File: config.mk
export PLATFORM = sky130hd
export DESIGN_NAME = glu_div
export DESIGN_NICKNAME = d
export VERILOG_FILES = /design/src/glu_pkg.sv /design/src/glu_div.sv
export SDC_FILE = /design/constraint.sdc
export NUM_CORES = 2
export LEC_CHECK = 0
export BUFFER_PORTS_ARGS = -buffer_cell sky130_fd_sc_hd__buf_4
export CAP_MARGIN = 15
export CORE_ASPECT_RATIO = 1.5
export CORE_UTILIZATION = 45
export DETAILED_ROUTE_END_ITERATION = 8
export SLEW_MARGIN = 20
export SYNTH_ARGS = -nofsm -noshare
export SYNTH_HDL_FRONTEND = slang
export SYNTH_SLANG_ARGS = --single-unit
File: constraint.sdc
create_clock -name clk_i -period 16 [get_ports clk_i]
set_clock_uncertainty 0.1 [all_clocks]
set_input_delay 3.2 -clock clk_i [delete_from_list [all_inputs] [get_ports clk_i]]
set_output_delay 3.2 -clock clk_i [all_outputs]
set_load 0.005 [all_outputs]
File: src/glu_pkg.sv
// shared types, codes and constants of the grid field lookup
package glu_pkg;

  localparam int LON_MAX_CELLS_DEF = 256;
  localparam int LAT_MAX_CELLS_DEF = 128;
  localparam int WEIGHT_BITS_DEF   = 12;

  // quotient bits resolved per divider stage
  localparam int DIV_STEP = 4;

  localparam logic [1:0] KIND_WRITE    = 2'd0;
  localparam logic [1:0] KIND_NEAREST  = 2'd1;
  localparam logic [1:0] KIND_BILINEAR = 2'd2;

  localparam logic [1:0] ST_OK  = 2'd0;
  localparam logic [1:0] ST_LON = 2'd1;
  localparam logic [1:0] ST_LAT = 2'd2;

  localparam logic [2:0] REG_LON_ORIGIN  = 3'd0;
  localparam logic [2:0] REG_LON_SPACING = 3'd1;
  localparam logic [2:0] REG_LON_CELLS   = 3'd2;
  localparam logic [2:0] REG_LAT_ORIGIN  = 3'd3;
  localparam logic [2:0] REG_LAT_SPACING = 3'd4;
  localparam logic [2:0] REG_LAT_CELLS   = 3'd5;

  localparam logic [15:0] LON_ORIGIN_RST  = 16'd0;
  localparam logic [15:0] LON_SPACING_RST = 16'd256;
  localparam logic [8:0]  LON_CELLS_RST   = 9'd256;
  localparam logic [15:0] LAT_ORIGIN_RST  = 16'hC000;
  localparam logic [15:0] LAT_SPACING_RST = 16'd256;
  localparam logic [7:0]  LAT_CELLS_RST   = 8'd128;

  typedef struct packed {
    logic [1:0]         kind;
    logic [15:0]        longitude;
    logic signed [15:0] latitude;
    logic [7:0]         column;
    logic [6:0]         row;
    logic signed [15:0] sample;
  } in_t;

  typedef struct packed {
    logic signed [15:0] value;
    logic [1:0]         status;
  } out_t;

  typedef struct packed {
    logic [1:0] kind;
    logic [1:0] status;
  } ctl_t;

  typedef struct packed {
    logic [1:0]         kind;
    logic [7:0]         column;
    logic [6:0]         row;
    logic signed [15:0] sample;
    logic               o_neg;
    logic               t_neg;
    logic               lon_wrap;
  } side_t;

endpackage

File: src/glu_div.sv
// pipelined restoring divider, longitude and latitude lanes side by side
module glu_div import glu_pkg::*; #(
  parameter int WEIGHT_BITS = WEIGHT_BITS_DEF
) (
  input  logic                      clk_i,
  input  logic [((16+WEIGHT_BITS+DIV_STEP-1)/DIV_STEP)-1:0] en_i,
  input  logic [15:0]               lon_x_i,
  input  logic [15:0]               lon_s_i,
  input  logic [15:0]               lat_x_i,
  input  logic [15:0]               lat_s_i,
  input  side_t                     side_i,
  output logic [16+WEIGHT_BITS-1:0] lon_q_o,
  output logic [16+WEIGHT_BITS-1:0] lat_q_o,
  output side_t                     side_o
);

  localparam int QW  = 16 + WEIGHT_BITS;
  localparam int NST = (QW + DIV_STEP - 1) / DIV_STEP;

  logic [15:0]   x [2];
  logic [15:0]   s [2];
  logic [15:0]   rem_q [2][NST];
  logic [QW-1:0] acc_q [2][NST];
  side_t         side_q [NST];

  assign x[0] = lon_x_i;
  assign x[1] = lat_x_i;
  assign s[0] = lon_s_i;
  assign s[1] = lat_s_i;

  for (genvar l = 0; l < 2; l++) begin : g_lane
    for (genvar k = 0; k < NST; k++) begin : g_st
      localparam int NB = (QW - k * DIV_STEP < DIV_STEP) ? QW - k * DIV_STEP : DIV_STEP;
      logic [15:0]   rem_in, rem_d;
      logic [QW-1:0] acc_in, acc_d;
      logic [16:0]   trial;

      if (k == 0) begin : g_first
        assign rem_in = '0;
        assign acc_in = {x[l], {WEIGHT_BITS{1'b0}}};
      end else begin : g_next
        assign rem_in = rem_q[l][k-1];
        assign acc_in = acc_q[l][k-1];
      end

      always_comb begin
        rem_d = rem_in;
        acc_d = acc_in;
        trial = '0;
        for (int b = 0; b < NB; b++) begin
          trial = {rem_d, acc_d[QW-1]};
          acc_d = {acc_d[QW-2:0], 1'b0};
          if (trial >= {1'b0, s[l]}) begin
            rem_d    = 16'(trial - {1'b0, s[l]});
            acc_d[0] = 1'b1;
          end else begin
            rem_d = trial[15:0];
          end
        end
      end

      always_ff @(posedge clk_i) begin
        if (en_i[k]) begin
          rem_q[l][k] <= rem_d;
          acc_q[l][k] <= acc_d;
        end
      end
    end
  end

  for (genvar k = 0; k < NST; k++) begin : g_side
    if (k == 0) begin : g_first
      always_ff @(posedge clk_i) begin
        if (en_i[k]) begin
          side_q[k] <= side_i;
        end
      end
    end else begin : g_next
      always_ff @(posedge clk_i) begin
        if (en_i[k]) begin
          side_q[k] <= side_q[k-1];
        end
      end
    end
  end

  assign lon_q_o = acc_q[0][NST-1];
  assign lat_q_o = acc_q[1][NST-1];
  assign side_o  = side_q[NST-1];

endmodule

After elaboration in Yosys (flattened, before gate mapping)
Memories as Yosys holds them, arrays and structs flattened. Cells that the tools add are included.

Equality and inequality tests: 0. Divide/modulo/power cells: 0. Reduce and logical (&&, ||, !) cells: 0. Bitwise operators: 0. Muxes and demuxes: 126. Multipliers: 0. $lt $le $gt $ge: 56. $add $sub $neg: 56. Shift operators: 0.

Operators by type and width (count): >= comparator 17 x 16 -> 1 bit (54); 2-to-1 mux 16 bit (56); subtractor 16 bit (54); 2-to-1 mux 1 bit (70); >= comparator 1 x 16 -> 1 bit (2); subtractor 1 x 16 -> 16 bit (2).

Register bits: 0. Bits of input ports: 108. RAM bits: 844. Bits in latches: 0. Memories kept: 3. Output and inout bits: 92. Memory bits (read-only): 0. Logic and storage cells: 241.

Memory list: acc_q (depth 2, width 184, read ports 2, clocked after Yosys merged registers in 0, write ports 2, line glu_div.sv:23) `logic [QW-1:0] acc_q [2][NST];`; side_q (depth 7, width 36, read ports 7, clocked after Yosys merged registers in 0, write ports 7, line glu_div.sv:24) `side_t side_q [NST];`; rem_q (depth 2, width 112, read ports 2, clocked after Yosys merged registers in 0, write ports 2, line glu_div.sv:22) `logic [15:0] rem_q [2][NST];`.

Logic depth before layout (Yosys ltp)
An unclocked memory read counts as a cell.

Depth after elaboration: 9. Gate-level depth with buffers: 53. Gate-level depth less buffers: 50.

Worst setup path before layout
OpenSTA, ideal clock, no wires.

Path type: in2reg. From: input port lat_s_i[1]. To: memory rem_q[1][55] in the netlist's numbering (data pin). Data arrival time: 14.691 ns. Required time: 15.640 ns. Path buffers: 5. Setup time: 0.260 ns. Path slack: 0.949 ns. Cell stages on the path: 51. Cell sequence: buf_2 > clkinv_1 > ha_1 > nor2b_1 > o31a_1 > o41ai_1 > o21ai_1 > a31oi_1 > inv_2 > o21ai_0 > inv_1 > ha_1 > nor2b_1 > o21ai_0 > a21boi_0 > o21ai_0 > o21ai_0 > a221o_1 > (+15 left out) > and2_1 > clkbuf_1 > buf_2 > mux2i_1 > ha_1 > nor2b_1 > o31ai_1 > a21oi_1 > o211ai_1 > nand2_1 > a221o_1 > a21o_1 > a21o_1 > a21oi_1 > nor2b_1 > a311oi_4 > buf_4 > mux2_2.

RTL lines: start, declared (line glu_div.sv:10) `input logic [15:0] lat_s_i,`; end, declared (line glu_div.sv:22).

==> metrics.cfg <==
[run_status]
outcome=complete, no violations

[die]
coreArea_um2=148700
die_area_um2=151900
std_cell_rows=173
die_h_um=476.9
die_w_um=318.6
num_io_pins=200
initial_core_util_pct=45.49

[detailed_routing]
route.vias.total=55923
first_iter_violations=3100
ant_nets=0
drcViolationCount=0
wl_per_cell_um=22.39
dr.pass1.iters=6
routed_wl_um=209500
via_per_inst=5.978

[timing]
maxSlewViolCount=0
worst_pin_slew_ps=999.7
finalHoldViolCount=0
layout_min_cycle_time_ps=14880
setup_ws_ps=1122
fmax_ghz=0.06721
max_slew_margin_pct=33.35
setup_violations=0
setup_tns_ps=0
fin_crit_sh_pct=92.99
rsz0062_at_grt=no

[setup_path]
crit_path_start_kind=input pin
critPathMaxFanout=25
critPathSlowestCell=a2111oi_1
critPathRequiredTime_ps=16420
cpMostUsedCell=a21oi_1
cp.arrival_ps=15300
crit_path_max_incr_delay_ps=870
path_class=input pin to flip-flop
cp-end-kind=flip-flop
ff2ff_setup_slack_ps=3790

[global_route]
grt_max_degree=67
grt_pass1_wl_um=316500
antenna_found_initial=2
grt_util_all_layers_pct=26.91
grt.overflow.total=0
first_global_vias=55819

[layout]
finalNonFillerCells=9355
final_common_cell=ha_1
fillCellCount=13799
drive_gt1_share_pct=12.82
final_cell_mix=ha_1 (850), edfxtp_1 (716), a21oi_1 (637)
syn_to_final_growth_pct=9.880
stdcell_area_um2=74340
nets=8361

[synthesis]
synthArstFlopShare_pct=0
yosysWarnings=0
synth_area_um2=67650
synth_nets=8127
yosysUniqueCellTypes=95
synthFlopType=edfxtp_1
synth_area_per_cell_um2=9.485
synth_seq_cells=716
synth-edff-count=716
synth_cells=7133
ys_seq_area_share_pct=31.78

[clocking]
cts_setup_buffers=0
cts_resized=0
cts-hold-fix-buffers=0
clkLatencyLatePin_ps=780
numClockSinks=716
cts_max_level=3
clkTransAtPathRegs_ps=60
ctsLongestPathBuffers=3
cts_buffers=78
cts_tree=yes
cts_root_buffer=clkbuf_16

[job]
maxCapViolations=0

[placed_design]
dp_slack_ps=508.4
dp_hpwl_um=161900
placed_cells=9212
port_buffers=199
routabilityCongestion=0.9532
postPlaceCellArea_um2=71730

[worst_hold_path]
holdCritPathClass=flip-flop to flip-flop

final timing paths:
kind	startpoint	endpoint	cells after the start
min	side_q[0][14]$_DFFE_PP_	side_q[1][14]$_DFFE_PP_	0
max reg2reg	rem_q[1][41]$_DFFE_PP_	rem_q[1][30]$_DFFE_PP_	40
min reg2reg	side_q[0][14]$_DFFE_PP_	side_q[1][14]$_DFFE_PP_	0
max	lat_s_i[10]	rem_q[1][30]$_DFFE_PP_	43
flip-flops by register name, summed over array words and instances, names as in the netlist:
register,cells
side_q,252
acc_q,272
rem_q,192
cell families (layout without fill, tap and decap cells):
group | Yosys count | in the layout | share of synthesized area, %
adder cells (fa/ha/maj) | 886 | 886 | 16.79
flip-flops | 716 | 716 | 31.78
other | 0 | 2 | 0
multiplexers | 422 | 422 | 6.932
buffers and inverters | 526 | 821 | 3.292
XOR/XNOR | 602 | 602 | 7.793
AND/OR/NAND/NOR | 1877 | 1877 | 13.42
AO/OA/AOI/OAI | 2104 | 2104 | 20.00
synth_stat cells (all sizes together) (43+ instances only):
| library cell | n | area (um^2) |
|---|---|---|
| ha | 850 | 10640 |
| edfxtp | 716 | 21500 |
| a21oi | 638 | 3197 |
| nor2 | 529 | 1988 |
| nand2 | 468 | 1757 |
| o21ai | 437 | 2187 |
| xnor2 | 406 | 3556 |
| mux2 | 366 | 4125 |
| inv | 333 | 1250 |
| a21o | 280 | 2102 |
| xor2 | 196 | 1717 |
| nor3 | 147 | 757.0 |
| o21a | 146 | 1096 |
| nor2b | 137 | 857.1 |
| nand4 | 126 | 788.3 |
| nand3 | 108 | 540.5 |
| buf | 94 | 605.6 |
| clkbuf | 94 | 352.8 |
| nand2b | 91 | 569.3 |
| o21bai | 91 | 683.2 |
| a31oi | 61 | 381.6 |
| mux2i | 56 | 564.3 |
| a211oi | 52 | 400.4 |
| nor4 | 49 | 321.6 |
| o31ai | 49 | 386.6 |
| a21boi | 48 | 360.3 |
| or2 | 46 | 287.8 |
| or3 | 44 | 275.3 |
| and3 | 43 | 269.0 |
metal layers:
metal / global-route usage (%) / up-vias / part of all wire [%] / routed length [um]
met2: 50.36 / 1380 / 52 / 108800
li1: - / 27215 / - / -
met3: 2.780 / 549 / 3.5 / 7325
met1: 28.16 / 26779 / 38 / 78640
met4: 18.14 / 0 / 7.0 / 14720
met5: 0 / - / 0 / 0
area by class of cell:
cell class	count	area (um^2)	share of cell area, %
Antenna cell	2	5.005	0.006733
Clock buffer	89	1993	2.681
Clock inverter	52	609.3	0.8197
Inverter	338	1269	1.707
Multi-Input combinational cell	5891	43950	59.12
Sequential cell	716	21500	28.92
Tap cell	1925	2409	3.240
Timing Repair Buffer	342	2606	3.506
worst max-delay path: cells and delay by family:
kind	cells	cell delay, ps
AO/OA/AOI/OAI	17	5430
AND/OR/NAND/NOR	12	2520
buffers and inverters	7	1500
adder cells (fa/ha/maj)	4	1420
multiplexers	3	1200
stage by stage:
stage	util (%)	hold WS [ps]
after floorplan	-	300.3
after global placement	48.24	300.3
after detailed placement	48.24	304.5
after CTS	49.99	306.6
after global routing	49.99	307.3
final	49.99	295.9
Power is left out: the tool's default activity adds up to more than one toggle a clock period on the data nets, which glitch-free logic cannot reach.
